## config.mk

```make
export PLATFORM = sky130hd
export DESIGN_NAME = mnds_pair_select
export DESIGN_NICKNAME = d
export VERILOG_FILES = /design/src/hw/rtl/mnds_pkg.sv /design/src/hw/rtl/mnds_pair_select.sv
export SDC_FILE = /design/constraint.sdc
export NUM_CORES = 1
export LEC_CHECK = 0
export BUFFER_PORTS_ARGS = -buffer_cell sky130_fd_sc_hd__buf_4
export CORE_ASPECT_RATIO = 0.9
export CORE_MARGIN = 3
export CORE_UTILIZATION = 40
export DETAILED_ROUTE_END_ITERATION = 8
export SLEW_MARGIN = 30
export SYNTH_ARGS = -nofsm -noshare
export SYNTH_HDL_FRONTEND = slang
export SYNTH_SLANG_ARGS = --single-unit
```

## constraint.sdc

```tcl
create_clock -name vclk -period 13.8
set_input_delay 2.07 -clock vclk [all_inputs]
set_output_delay 2.07 -clock vclk [all_outputs]
set_load 0.01 [all_outputs]
```

## src/hw/rtl/mnds_pkg.sv

```systemverilog
// mnds_pkg: shared constants and types for the max neighbour difference scan.
// Used by the scan, pair-select and best-track modules and by the checker, not by the RAM; depends on nothing.
package mnds_pkg;

	localparam int DEF_MAX_COLUMNS  = 1024;
	localparam int DEF_MAX_ROWS     = 1024;
	localparam int DEF_ELEMENT_BITS = 16;

	localparam int LEN_BITS = 11;
	localparam int POS_BITS = 10;
	localparam int VAL_BITS = 16;

	localparam logic [LEN_BITS-1:0] ROW_LENGTH_RESET = LEN_BITS'(1024);
	localparam logic [VAL_BITS-1:0] DIFF_SAT         = {VAL_BITS{1'b1}};

	// result tdata layout, lowest bit first
	localparam int MAXD_LSB  = 0;
	localparam int CROW_LSB  = MAXD_LSB + VAL_BITS;
	localparam int CCOL_LSB  = CROW_LSB + POS_BITS;
	localparam int CVAL_LSB  = CCOL_LSB + POS_BITS;
	localparam int NROW_LSB  = CVAL_LSB + VAL_BITS;
	localparam int NCOL_LSB  = NROW_LSB + POS_BITS;
	localparam int NVAL_LSB  = NCOL_LSB + POS_BITS;
	localparam int OUT_FIELDS_W = NVAL_LSB + VAL_BITS;
	localparam int OUT_DATA_W   = ((OUT_FIELDS_W + 7) / 8) * 8;

	typedef struct packed {
		logic [POS_BITS-1:0] center_row;
		logic [POS_BITS-1:0] center_col;
		logic [VAL_BITS-1:0] center_value;
		logic [POS_BITS-1:0] neighbour_row;
		logic [POS_BITS-1:0] neighbour_col;
		logic [VAL_BITS-1:0] neighbour_value;
	} pair_info_t;

endpackage

```

## src/hw/rtl/mnds_pair_select.sv

```systemverilog
// mnds_pair_select: absolute differences against the upper-left, upper and left
// neighbours and the element itself; picks the first largest. Uses mnds_pkg.
module mnds_pair_select import mnds_pkg::*; #(
	parameter int ELEMENT_BITS = DEF_ELEMENT_BITS,
	parameter int ROW_W        = 10,
	parameter int COL_W        = 10
) (
	input  logic signed [ELEMENT_BITS-1:0] center,
	input  logic signed [ELEMENT_BITS-1:0] up,
	input  logic signed [ELEMENT_BITS-1:0] upper_left,
	input  logic signed [ELEMENT_BITS-1:0] left,
	input  logic [ROW_W-1:0]               row,
	input  logic [COL_W-1:0]               col,
	output logic [ELEMENT_BITS:0]          diff,
	output pair_info_t                     info
);

	localparam int DIFF_W = ELEMENT_BITS + 1;

	logic signed [DIFF_W-1:0]       d_ul, d_up, d_left;
	logic [DIFF_W-1:0]              a_ul, a_up, a_left;
	logic                           has_up, has_left, has_ul;
	logic                           pa_ok, pa_is_ul;
	logic [DIFF_W-1:0]              pa_diff, pb_diff;
	logic signed [ELEMENT_BITS-1:0] pa_val, pb_val, nb_val;
	logic [COL_W-1:0]               pa_col, pb_col, nb_col;
	logic [ROW_W-1:0]               row_m1, pb_row, nb_row;
	logic                           take_a;

	assign d_ul   = DIFF_W'(center) - DIFF_W'(upper_left);
	assign d_up   = DIFF_W'(center) - DIFF_W'(up);
	assign d_left = DIFF_W'(center) - DIFF_W'(left);

	assign a_ul   = d_ul[DIFF_W-1]   ? DIFF_W'(-d_ul)   : DIFF_W'(d_ul);
	assign a_up   = d_up[DIFF_W-1]   ? DIFF_W'(-d_up)   : DIFF_W'(d_up);
	assign a_left = d_left[DIFF_W-1] ? DIFF_W'(-d_left) : DIFF_W'(d_left);

	assign has_up   = (row != '0);
	assign has_left = (col != '0);
	assign has_ul   = has_up && has_left;
	assign row_m1   = row - ROW_W'(1);

	// upper pair: upper-left wins ties
	assign pa_ok    = has_up;
	assign pa_is_ul = has_ul && !(a_up > a_ul);
	assign pa_diff  = pa_is_ul ? a_ul : a_up;
	assign pa_val   = pa_is_ul ? upper_left : up;
	assign pa_col   = pa_is_ul ? col - COL_W'(1) : col;

	// same-row pair: self (difference zero) never beats left
	assign pb_diff = has_left ? a_left : '0;
	assign pb_val  = has_left ? left : center;
	assign pb_col  = has_left ? col - COL_W'(1) : col;
	assign pb_row  = row;

	assign take_a = pa_ok && !(pb_diff > pa_diff);

	assign diff   = take_a ? pa_diff : pb_diff;
	assign nb_val = take_a ? pa_val : pb_val;
	assign nb_col = take_a ? pa_col : pb_col;
	assign nb_row = take_a ? row_m1 : pb_row;

	always_comb begin
		info.center_row      = POS_BITS'(row);
		info.center_col      = POS_BITS'(col);
		info.center_value    = VAL_BITS'(center);
		info.neighbour_row   = POS_BITS'(nb_row);
		info.neighbour_col   = POS_BITS'(nb_col);
		info.neighbour_value = VAL_BITS'(nb_val);
	end

endmodule

```

# After elaboration in Yosys (flattened, before gate mapping)
# Index checks and enable logic that the tools add are counted.
# Widths: inputs -> output; s select.
dict set report op_classes {
  addsub 8
  magnitude_cmp 2
  mux 13
  reduce_logical 7
}
# cell n
set ops {}
lappend ops {{$mux 17} 6}
lappend ops {{$neg 17->17} 3}
lappend ops {{$sub 16x16->17} 3}
lappend ops {{$mux 16} 3}
lappend ops {{$mux 10} 4}
lappend ops {{$gt 17x17->1} 2}
lappend ops {{$reduce_bool 10->1} 2}
lappend ops {{$sub 10x1->10 const B} 2}
lappend ops {{$logic_and 1x1->1} 3}
lappend ops {{$logic_not 1->1} 2}
dict set report word_totals {
  reg_bits 0
  wordCells 30
}

# Longest topological paths before layout
dict set report logic_depth {
  depth_word 11
  ltp_mapped 38
  depth_no_buf 34
}

# Worst setup path before layout
# Ideal clock, no wire load.
dict set report synth_path {
  path_kind {input -> output}
  startpoint {input port center[0]}
  endpoint {output port info[34] (netlist bit)}
  t_arrival_ps 8762
  t_required_ps 11730
  slack_ps 2968
  cell_stages 34
  cell_sequence {inv_1 ha_1 fa_1 and2b_1 o22ai_2 xnor2_1 or3_1 nor4_1 a21oi_1 xnor2_1 ha_1 and4_1 or3b_2 o21a_1 o21ai_0 nand4_1 a31oi_4 and3_1 buf_2 buf_6 o21ai_0 ha_1 nor2b_1 o21a_1 o21a_1 o21ai_0 a21boi_0 o21a_1 o21ai_0 o211ai_1 a21o_1 clkbuf_1 or4_1 xnor2_1}
}
# item line_no
set synth_lines {}
lappend synth_lines {{from (decl)} mnds_pair_select.sv:8} ;# input logic signed [ELEMENT_BITS-1:0] center,
lappend synth_lines {{to (decl)} mnds_pair_select.sv:15} ;# output pair_info_t info

# Final worst setup path
dict set report layout_path {
  startpoint {input port center[0]}
  endpoint {output port diff[10]}
}
dict set report layout_between {
  elab_chain_cells 11
  elab_cells_between_ends 18
  classes_between {add/sub (6); order compare (2); mux (6); reduce/logical (4)}
}
# item line_no
set layout_rtl {}
lappend layout_rtl {{$sub 16x16->17 (on tied branches)} {mnds_pair_select.sv:31, mnds_pair_select.sv:30}}
lappend layout_rtl {{$neg 17->17 (on tied branches)} {mnds_pair_select.sv:35, mnds_pair_select.sv:34}}
lappend layout_rtl {{$mux 17 (on tied branches)} {mnds_pair_select.sv:35, mnds_pair_select.sv:34}}
lappend layout_rtl {{$gt 17x17->1} mnds_pair_select.sv:45} ;# assign pa_is_ul = has_ul && !(a_up > a_ul);
lappend layout_rtl {{$logic_not 1->1} mnds_pair_select.sv:45}
lappend layout_rtl {{$logic_and 1x1->1} mnds_pair_select.sv:45}
lappend layout_rtl {{$mux 17} mnds_pair_select.sv:46} ;# assign pa_diff = pa_is_ul ? a_ul : a_up;
lappend layout_rtl {{$gt 17x17->1} mnds_pair_select.sv:56} ;# assign take_a = pa_ok && !(pb_diff > pa_diff);
lappend layout_rtl {{$logic_not 1->1} mnds_pair_select.sv:56}
lappend layout_rtl {{$logic_and 1x1->1} mnds_pair_select.sv:56}
lappend layout_rtl {{$mux 17 *} mnds_pair_select.sv:58} ;# assign diff = take_a ? pa_diff : pb_diff;
lappend layout_rtl {{to (decl)} mnds_pair_select.sv:14} ;# output logic [ELEMENT_BITS:0] diff,
# Mark *: on every way between the ends. The rest lies on a longest branch, timed or not.

==> impl_metrics.py <==
metrics = {
    "synth": {
        "synth_top_area_frac": 0.1817,
        "netlist_area_um2": 5921,
        "ys_seq_area_frac": 0,
        "ys_top_cells_by_area": "ha_1, xor2_1, xnor2_1, o21ai_0, mux2i_1",
        "synthCells": 870,
        "avgSynthCellArea_um2": 6.805,
        "synth_nets": 1043,
        "ys_types": 70,
        "yosys.area.top_type": "ha_1",
        "yosys_warnings": 0,
    },
    "setup_path": {
        "criticalPathCategory": "in2out",
        "critical_path.slowest_cell": "nor4_1",
        "start_kind": "input pin",
        "cp_data_required_time_ns": 11.73,
        "worst-path-max-fanout": 56,
        "slowest_delay_ns": 0.65,
        "crit_path_end_kind": "output port",
        "crit_arrival_ns": 10.31,
    },
    "sta": {
        "slew_viol_final": 0,
        "finalCritPeriodShare": 0.8969,
        "max_slew_margin": 0.3980,
        "hold_violations": 0,
        "fin_crit_ns": 12.38,
        "tightestPinTransition_ns": 0.8997,
        "tns_ns": 0,
        "fin_ws_ns": 1.422,
        "max_freq_mhz": 80.79,
        "setup_viol_count_final": 0,
        "rsz0062_at_grt": "false",
        "hold_ws_ns": 4.328,
    },
    "placement": {
        "place_ws_ns": 1.191,
        "hpwl_mm": 17.24,
        "dp.cells": 1176,
        "routabilityCongestion": 0.9170,
        "port-buffer-count": 173,
    },
    "routing": {
        "drcViolationCount": 0,
        "viasPerCell": 5.541,
        "routed_wl_mm": 20.14,
        "detail_route.wl_per_cell_um": 17.12,
        "firstDrtPassIters": 5,
        "antenna_left": 0,
        "vias": 6516,
        "drt_iter0_drc": 530,
    },
    "die": {
        "core_um2": 14260,
        "ios": 173,
        "start_util": 0.4152,
        "num_rows": 41,
        "die_w_um": 134.2,
        "dieHeight_um": 121.4,
        "die_area_um2": 16300,
    },
    "finish": {
        "n_fill_cell": 1519,
        "n_clock_buffer": 0,
        "final_core_util": 0.4989,
        "fin_nets": 1158,
        "seq_cell_count": 0,
        "layoutNonFillerInstCount": 1176,
        "antenna_cells": 0,
        "layout-area-overhead-vs-synth_pct": 20.16,
        "multi_input_area_um2": 5251,
        "drive_above_1_share": 0.2014,
        "seq_area_um2": 0,
    },
    "global_route": {
        "grt_start_max_net_pins": 57,
        "grtUsageTotal": 0.2351,
        "grt_first_pass_wirelength_mm": 31.50,
        "grt_pass1_vias": 6035,
        "antenna_found_initial": 0,
        "grt.overflow.total": 0,
    },
    "clock_tree": {
        "cts_resized": 0,
        "postCtsSetupRepairBufs": 0,
        "cts_hold_buf": 0,
    },
    "min_path": {
        "hold_path_class": "in2out",
    },
    "outcome": {
        "status": "finished clean",
    },
    "flow_run": {
        "drv_cap": 0,
    },
    "pwr": {
        "p_leak_nw": 3.502,
        "pwr_density_cell_nw_per_um2": 187.2,
        "ir_drop_v": 0.0002043,
    },
}
[routing by layer]
metal / wire (µm) / GRT usage / part of all wire / vias to the layer above
met1: 9916 / 0.3475 / 0.49 / 2952
met3: 1185 / 0.01575 / 0.059 / 14
li1: - / - / - / 3339
met5: 0 / 0 / 0 / -
met4: 293 / 0.03117 / 0.015 / 0
met2: 8743 / 0.3838 / 0.43 / 211
[path summary, 6_finish.rpt]
| path | from | to | slack (ns) | cells past startpoint |
|---|---|---|---|---|
| max | center[0] | diff[10] | 1.42 | 34 |
| min | center[0] | info[36] | 4.33 | 2 |
[stage by stage]
step / instance area (µm²) / total power, mW
finish: 7114 / 1.332
global route: 7114 / 1.454
CTS: 7107 / 1.326
detailed placement: 7107 / 1.319
global placement: 7107 / 1.318
floorplan: 5921 / 0.8205
[critical path: cells and delay by family]
| kind | cells | cell delay (ns) |
|---|---|---|
| compound gates | 15 | 2.87 |
| xor+xnor | 2 | 0.35 |
| fa+ha+maj | 4 | 1.24 |
| buf+inv | 4 | 0.60 |
| simple gates | 9 | 3.14 |
[cell families after synthesis]
kind of cell             after synthesis  synth area share
AO/OA/AOI/OAI                        244            0.2675
XOR/XNOR                              92            0.1361
adder cells (fa/ha/maj)               89            0.1919
buffers and inverters                141            0.1154
multiplexers                          32           0.05473
AND/OR/NAND/NOR                      272            0.2344
[cell usage in the layout (no fill, tap or decap), types with 23 or more instances in the layout]
cell,instances
ha_1,86
inv_1,76
nand4_1,23
nor2_1,68
a21oi_1,46
buf_4,178
nand2_1,65
mux2i_1,29
o21ai_0,73
xnor2_1,45
xor2_1,47
[where the power goes]
group	switching [mW]	leakage [nW]	internal, mW	total [mW]
Combinational	0.767	3.50	0.565	1.33
Sequential	0	0	0	0
Clock	0	0	0	0
[synthesized netlist by cell type (all sizes together), types with 7 or more instances]
cell type / number
nand2b: 10
nand4: 23
nor4: 8
nand2: 65
o21a: 13
clkbuf: 22
buf: 43
inv: 76
a31oi: 14
o21ai: 79
and3: 7
a21o: 20
o22ai: 16
nor2: 68
nor3: 18
or3: 17
xor2: 47
nand3: 10
nor2b: 15
mux2i: 29
a21oi: 46
ha: 86
xnor2: 45
[area by class of cell]
type,count,share of cell area
repair buffers,178,0.1878
multi-input cells,729,0.7381
well taps,193,0.03394
inverters,76,0.04010
Power figures use the tool's default switching activity.
