`config.mk`:
```
export PLATFORM = sky130hd
export DESIGN_NAME = mnds_best_track
export DESIGN_NICKNAME = d
export VERILOG_FILES = /design/src/hw/rtl/mnds_pkg.sv /design/src/hw/rtl/mnds_best_track.sv
export SDC_FILE = /design/constraint.sdc
export NUM_CORES = 1
export LEC_CHECK = 0
export BUFFER_PORTS_ARGS = -buffer_cell sky130_fd_sc_hd__buf_2
export CORE_ASPECT_RATIO = 0.7
export CORE_MARGIN = 4
export CORE_UTILIZATION = 55
export DETAILED_ROUTE_END_ITERATION = 10
export HOLD_SLACK_MARGIN = 0.05
export PLACE_DENSITY_LB_ADDON = 0.2
export SYNTH_ARGS = -nofsm -noshare
export SYNTH_HDL_FRONTEND = slang
export SYNTH_SLANG_ARGS = --single-unit
```
`constraint.sdc`:
```
create_clock -name clk -period 9.9 [get_ports clk]
set_input_delay 0.99 -clock clk [delete_from_list [all_inputs] [get_ports clk]]
set_output_delay 0.99 -clock clk [all_outputs]
set_load 0.01 [all_outputs]
```
`src/hw/rtl/mnds_pkg.sv`:
```
// mnds_pkg: shared constants and types for the max neighbour difference scan.
// Used by the scan, pair-select and best-track modules and by the checker, not by the RAM; depends on nothing.
package mnds_pkg;

	localparam int DEF_MAX_COLUMNS  = 1024;
	localparam int DEF_MAX_ROWS     = 1024;
	localparam int DEF_ELEMENT_BITS = 16;

	localparam int LEN_BITS = 11;
	localparam int POS_BITS = 10;
	localparam int VAL_BITS = 16;

	localparam logic [LEN_BITS-1:0] ROW_LENGTH_RESET = LEN_BITS'(1024);
	localparam logic [VAL_BITS-1:0] DIFF_SAT         = {VAL_BITS{1'b1}};

	// result tdata layout, lowest bit first
	localparam int MAXD_LSB  = 0;
	localparam int CROW_LSB  = MAXD_LSB + VAL_BITS;
	localparam int CCOL_LSB  = CROW_LSB + POS_BITS;
	localparam int CVAL_LSB  = CCOL_LSB + POS_BITS;
	localparam int NROW_LSB  = CVAL_LSB + VAL_BITS;
	localparam int NCOL_LSB  = NROW_LSB + POS_BITS;
	localparam int NVAL_LSB  = NCOL_LSB + POS_BITS;
	localparam int OUT_FIELDS_W = NVAL_LSB + VAL_BITS;
	localparam int OUT_DATA_W   = ((OUT_FIELDS_W + 7) / 8) * 8;

	typedef struct packed {
		logic [POS_BITS-1:0] center_row;
		logic [POS_BITS-1:0] center_col;
		logic [VAL_BITS-1:0] center_value;
		logic [POS_BITS-1:0] neighbour_row;
		logic [POS_BITS-1:0] neighbour_col;
		logic [VAL_BITS-1:0] neighbour_value;
	} pair_info_t;

endpackage

```
`src/hw/rtl/mnds_best_track.sv`:
```
// mnds_best_track: running maximum per matrix and the result output register.
// Uses mnds_pkg for the result layout.
module mnds_best_track import mnds_pkg::*; #(
	parameter int ELEMENT_BITS = DEF_ELEMENT_BITS
) (
	input  logic                  clk,
	input  logic                  arst_n,
	input  logic                  valid_s2,
	input  logic                  last_s2,
	input  logic [ELEMENT_BITS:0] diff_s2,
	input  pair_info_t            info_s2,
	output logic                  adv,
	input  logic                  m_axis_tready,
	output logic                  m_axis_tvalid,
	output logic [OUT_DATA_W-1:0] m_axis_tdata
);

	localparam int DIFF_W = ELEMENT_BITS + 1;
	localparam int WIDE_W = DIFF_W > VAL_BITS ? DIFF_W : VAL_BITS;

	logic              found_q;
	logic [DIFF_W-1:0] best_q, best_nxt;
	pair_info_t        info_q, info_nxt;
	logic              take;
	logic [WIDE_W-1:0] best_wide;
	logic [VAL_BITS-1:0] best_sat;

	assign adv  = !m_axis_tvalid || m_axis_tready;
	assign take = !found_q || (diff_s2 > best_q);

	assign best_nxt = take ? diff_s2 : best_q;
	assign info_nxt = take ? info_s2 : info_q;

	assign best_wide = WIDE_W'(best_nxt);
	assign best_sat  = (best_wide > WIDE_W'(DIFF_SAT)) ? DIFF_SAT : VAL_BITS'(best_wide);

	always_ff @(posedge clk or negedge arst_n) begin
		if (!arst_n) begin
			found_q <= 1'b0;
		end else if (adv && valid_s2) begin
			found_q <= !last_s2;
		end
	end

	always_ff @(posedge clk) begin
		if (adv && valid_s2) begin
			best_q <= best_nxt;
			info_q <= info_nxt;
		end
	end

	always_ff @(posedge clk or negedge arst_n) begin
		if (!arst_n) begin
			m_axis_tvalid <= 1'b0;
		end else if (adv) begin
			m_axis_tvalid <= valid_s2 && last_s2;
		end
	end

	always_ff @(posedge clk) begin
		if (adv && valid_s2 && last_s2) begin
			m_axis_tdata <= OUT_DATA_W'({info_nxt.neighbour_value, info_nxt.neighbour_col,
				info_nxt.neighbour_row, info_nxt.center_value, info_nxt.center_col,
				info_nxt.center_row, best_sat});
		end
	end

endmodule

```
# --- After elaboration in Yosys (flattened, before gate mapping) ---
# Index checks and enable logic that the tools add are counted.
classes:
  n_lt_le_gt_ge: 2
  n_mux: 2
  reduce_logical: 8
ops:
  columns: ["operator", "count"]
  rows:
  - ["72-bit 2-to-1 mux", 1]
  - ["17-bit by 16-bit > comparator with 1-bit output (second input constant)", 1]
  - ["17-bit > comparator", 1]
  - ["17-bit 2-to-1 mux", 1]
  - ["1-bit logical AND", 3]
  - ["1-bit logical NOT", 3]
  - ["1-bit logical OR", 2]
totals:
  regBits: 179
  input_bits: 94
  output_inout_bits: 90
  wordCells: 23

# --- Longest topological paths before layout ---
logic_depth:
  word_depth: 4
  ltp_mapped: 13

# --- Worst setup path after synthesis ---
# OpenSTA, ideal clock, no wires.
synth_timing:
  path_type: "input port to flip-flop"
  start: "input m_axis_tready"
  end: "register m_axis_tdata[0] (enable)"
  setup_time_ns: 0.442
  t_arrival_ns: 5.434
  required_time_ns: 9.458
  path_slack_ns: 4.024
  cell_stages: 4
  n_path_buf: 0
  path_cell_list: "nand2b_1 -> and2_1 -> nand2_1 -> inv_1"
synth_via:
  elab_chain_cells: 3
synth_lines:
  columns: ["item", "line_no", "rtl"]
  rows:
  - ["start, declared", "mnds_best_track.sv:13", "input logic m_axis_tready,"]
  - ["1-bit logical OR", "mnds_best_track.sv:28", "assign adv = !m_axis_tvalid || m_axis_tready;"]
  - ["1-bit logical AND (2 in series)", "mnds_best_track.sv:61", "if (adv && valid_s2 && last_s2) begin"]
  - ["end signal, assigned", "mnds_best_track.sv:62", "m_axis_tdata <= OUT_DATA_W'({info_nxt.neighbour_value, info_nxt.neighbour_col,"]
  - ["end, declared", "mnds_best_track.sv:15", "output logic [OUT_DATA_W-1:0] m_axis_tdata"]
# Every way passes these cells.
# A chain may end at the register's enable or synchronous reset.

# --- Worst setup path in the final report ---
layout_timing:
  start: "register best_q[16]"
  end: "register m_axis_tdata[7], data pin"
layout_via:
  elab_chain_cells: 4
layout_lines:
  columns: ["item", "line_no", "rtl"]
  rows:
  - ["start, declared", "mnds_best_track.sv:22", "logic [DIFF_W-1:0] best_q, best_nxt;"]
  - ["start signal, assigned", "mnds_best_track.sv:47", "best_q <= best_nxt;"]
  - ["17-bit > comparator", "mnds_best_track.sv:29", "assign take = !found_q || (diff_s2 > best_q);"]
  - ["1-bit logical OR", "mnds_best_track.sv:29", null]
  - ["17-bit 2-to-1 mux *", "mnds_best_track.sv:31", "assign best_nxt = take ? diff_s2 : best_q;"]
  - ["17-bit by 16-bit > comparator with 1-bit output", "mnds_best_track.sv:35", "assign best_sat = (best_wide > WIDE_W'(DIFF_SAT)) ? DIFF_SAT : VAL_BITS'(best_wide);"]
# Every way passes the cells marked *; elsewhere a longest branch is shown, timed or not.

==> reports/qor.yml <==
outcome: "complete, no violations"
gr-usage-met1: 0.3583
post-synth-top-area-fraction: 0.5854
grt_pass1_wl_um: 37890
cts_htree_levels: 4
num_vias: 7510
total_negative_slack_ps: 0
post-cts-setup-buffers: 0
timing.hold.worst.class: "in -> async"
synth_area_per_cell_um2: 11.39
fmax_mhz: 249.0
netlist_area_um2: 9079
ant_nets: 0
antenna_found_initial: 5
max_cap_violations: 0
number_of_detailed_routing_iterations_run_before_antenna_repair: 6
critPathKind: "reg -> reg"
cts.path.max_buffers: 2
io_pins: 184
power_density_nw_per_um2: 201.1
yosys_warnings: 0
critical_path.endpoint_type: "register"
sequential_area_share_after_synthesis: 0.5910
grt.overflow.total: 0
core-area_um2: 15830
gp_routability_congestion: 0.8277
tightestPinTransition_ps: 1224
post_cts_resize_count: 0
setup_viol_count_final: 0
global_route.usage.total: 0.2529
post_synth_inst_count: 797
die_extent_in_x_um: 161.6
pre_cts_ws_ps: 5663
drv_slew: 0
setup_repair_after_global_routing_missed_its_margin: "no"
numPortBuffers: 183
timing.final.crit_share: 0.4057
tritoncts_clock_tree: "built"
crit_fanout: 103
met3_usage: 0.06754
min_period_ps: 4016
globalRouteMet2Util: 0.3902
wl_per_cell_um: 20.95
busiest_layer: "met2"
reg2reg_setup_slack_ps: 5880
area.growth.synth_to_final_pct: 16.92
grt_start_max_net_pins: 106
finalClockSkew_ps: 9.538
arrival_time_at_the_worst_endpoint_ps: 4250
postSynthRegisterBits: 179
floorplan.initialDensity: 0.5734
synth_edf_count: 177
total_routed_wirelength_um: 23990
ir_drop_worst_case_vdd_v: 0.0001379
clockRootBuffer: "sky130_fd_sc_hd__clkbuf_16"
startpoint_type: "register"
worst_skew_pair.late_latency_ps: 420
slew_headroom: 0.1838
syn_nets: 908
synth_ff_type: "sky130_fd_sc_hd__edfxtp_1"
vias_per_cell: 6.559
ys_top_cells_by_area: "sky130_fd_sc_hd__edfxtp_1 59%, sky130_fd_sc_hd__o211ai_1 15%, sky130_fd_sc_hd__or4_1 7.4%"
synth_cell_types: 32
std_cell_rows: 38
post-route-drc-count: 0
number_of_buffers_created_by_cts: 17
die_area_um2: 18660
cts_sinks: 179
clk_transition_reported_paths_ps: 70
synth.cells.most_frequent: "180 x sky130_fd_sc_hd__o211ai_1, 177 x sky130_fd_sc_hd__edfxtp_1, 112 x sky130_fd_sc_hd__nand2_1, 89 x sky130_fd_sc_hd__or4_1, 76 x sky130_fd_sc_hd__clkbuf_1"
die_height_um: 115.5
synth.most_common_cell: "sky130_fd_sc_hd__o211ai_1"
drt_iter0_markers: 833
postLayoutSetupSlackWorst_ps: 5884
async_flop_share: 0.01117
final_layout_size_suffix_gt1_frac: 0.2424
critPathRequiredTime_ps: 10130
detailed_place_hpwl_um: 13700
final-hold-violation-count: 0
yosysTopAreaCell: "sky130_fd_sc_hd__edfxtp_1"
num-fill-cells: 1176
hold_buffers: 0
via_count_of_the_first_global_routing_pass: 7326
nets: 1022
power.static_leakage_nw: 3.802
==> where the power goes <==
group	internal (mW)	switching [mW]
combinational	0.151	0.261
clock	0.448	0.280
sequential	0.960	0.0360
total	1.56	0.577
==> sequential cells by signal (all words and copies together) (netlist names) <==
name and flops:
best_q 17, found_q 1, info_q 72, m_axis_tdata 88
m_axis_tvalid 1
==> layer usage <==
layer | share of wire | wire length, um | up-vias
li1 | - | - | 3434
met1 | 0.43 | 10290 | 3616
met2 | 0.46 | 11090 | 409
met3 | 0.092 | 2204 | 41
met4 | 0.014 | 340 | 10
met5 | 0.0023 | 56 | -
==> cells in the final DEF (no fill, tap or decap), types with 2 or more instances in the layout <==
master,count
sky130_fd_sc_hd__o211ai_1,180
sky130_fd_sc_hd__o21a_1,2
sky130_fd_sc_hd__clkbuf_16,17
sky130_fd_sc_hd__nor2_1,33
sky130_fd_sc_hd__clkinv_1,3
sky130_fd_sc_hd__bufinv_16,5
sky130_fd_sc_hd__nand2_1,111
sky130_fd_sc_hd__or4_1,89
sky130_fd_sc_hd__ha_1,17
sky130_fd_sc_hd__buf_4,7
sky130_fd_sc_hd__clkbuf_1,5
sky130_fd_sc_hd__o32ai_1,16
sky130_fd_sc_hd__a31oi_1,16
sky130_fd_sc_hd__nand3_1,16
sky130_fd_sc_hd__a21oi_1,4
sky130_fd_sc_hd__edfxtp_1,177
sky130_fd_sc_hd__buf_2,183
sky130_fd_sc_hd__inv_1,18
sky130_fd_sc_hd__nand4_1,4
==> worst paths after layout <==
kind	start	to	cells after the start
max in group asynchronous	arst_n	found_q	1
min in group clk	m_axis_tvalid	m_axis_tvalid	2
hold reg to reg	m_axis_tvalid	m_axis_tvalid	2
setup reg to reg	best_q[16]	m_axis_tdata[7]	8
setup / recovery	best_q[16]	m_axis_tdata[7]	8
hold / removal	arst_n	m_axis_tvalid	1
==> critical path, stage by stage (launching register included) <==
cell and delay [ps]:
sky130_fd_sc_hd__edfxtp_1 800, sky130_fd_sc_hd__inv_1 110, sky130_fd_sc_hd__ha_1 340, sky130_fd_sc_hd__nand4_1 180, sky130_fd_sc_hd__nor2_1 200, sky130_fd_sc_hd__o211a_4 760, sky130_fd_sc_hd__buf_4 840, sky130_fd_sc_hd__o32ai_1 180
sky130_fd_sc_hd__a31oi_1 280
==> layout make-up <==
| type | count | area (um2) | area share |
|---|---|---|---|
| antenna | 1 | 2.502 | 0.0002357 |
| clock inverter | 10 | 180.2 | 0.01697 |
| sequential | 179 | 5369 | 0.5058 |
| inverter | 19 | 72.57 | 0.006836 |
| tap | 220 | 275.3 | 0.02593 |
| clock buffer | 22 | 444.2 | 0.04184 |
| multi-input combinational | 504 | 3303 | 0.3112 |
| timing repair buffer | 190 | 968.4 | 0.09123 |
==> metrics by stage <==
step	hold slack [ps]	area [um2]	cells	total power, mW	util
final	337.7	10620	1145	2.135	0.6705
after global routing	325.0	10610	1144	2.229	0.6703
after CTS	319.3	10610	1144	2.139	0.6703
after detailed placement	518.8	9988	1112	1.416	0.6309
after global placement	493.4	9988	1112	1.394	0.6309
after floorplan	607.7	9079	797	1.287	-
==> cell families (layout without fill, tap and decap cells) <==
kind of cell | count (synthesis) | count (layout) | share of synthesized area
AO/OA/AOI/OAI | 225 | 225 | 0.1851
adder cells (fa/ha/maj) | 17 | 17 | 0.02343
buffers and inverters | 114 | 241 | 0.04975
flip-flops | 179 | 179 | 0.5910
other | 0 | 1 | 0
AND/OR/NAND/NOR | 262 | 262 | 0.1508
(Power assumes the default switching activity.)
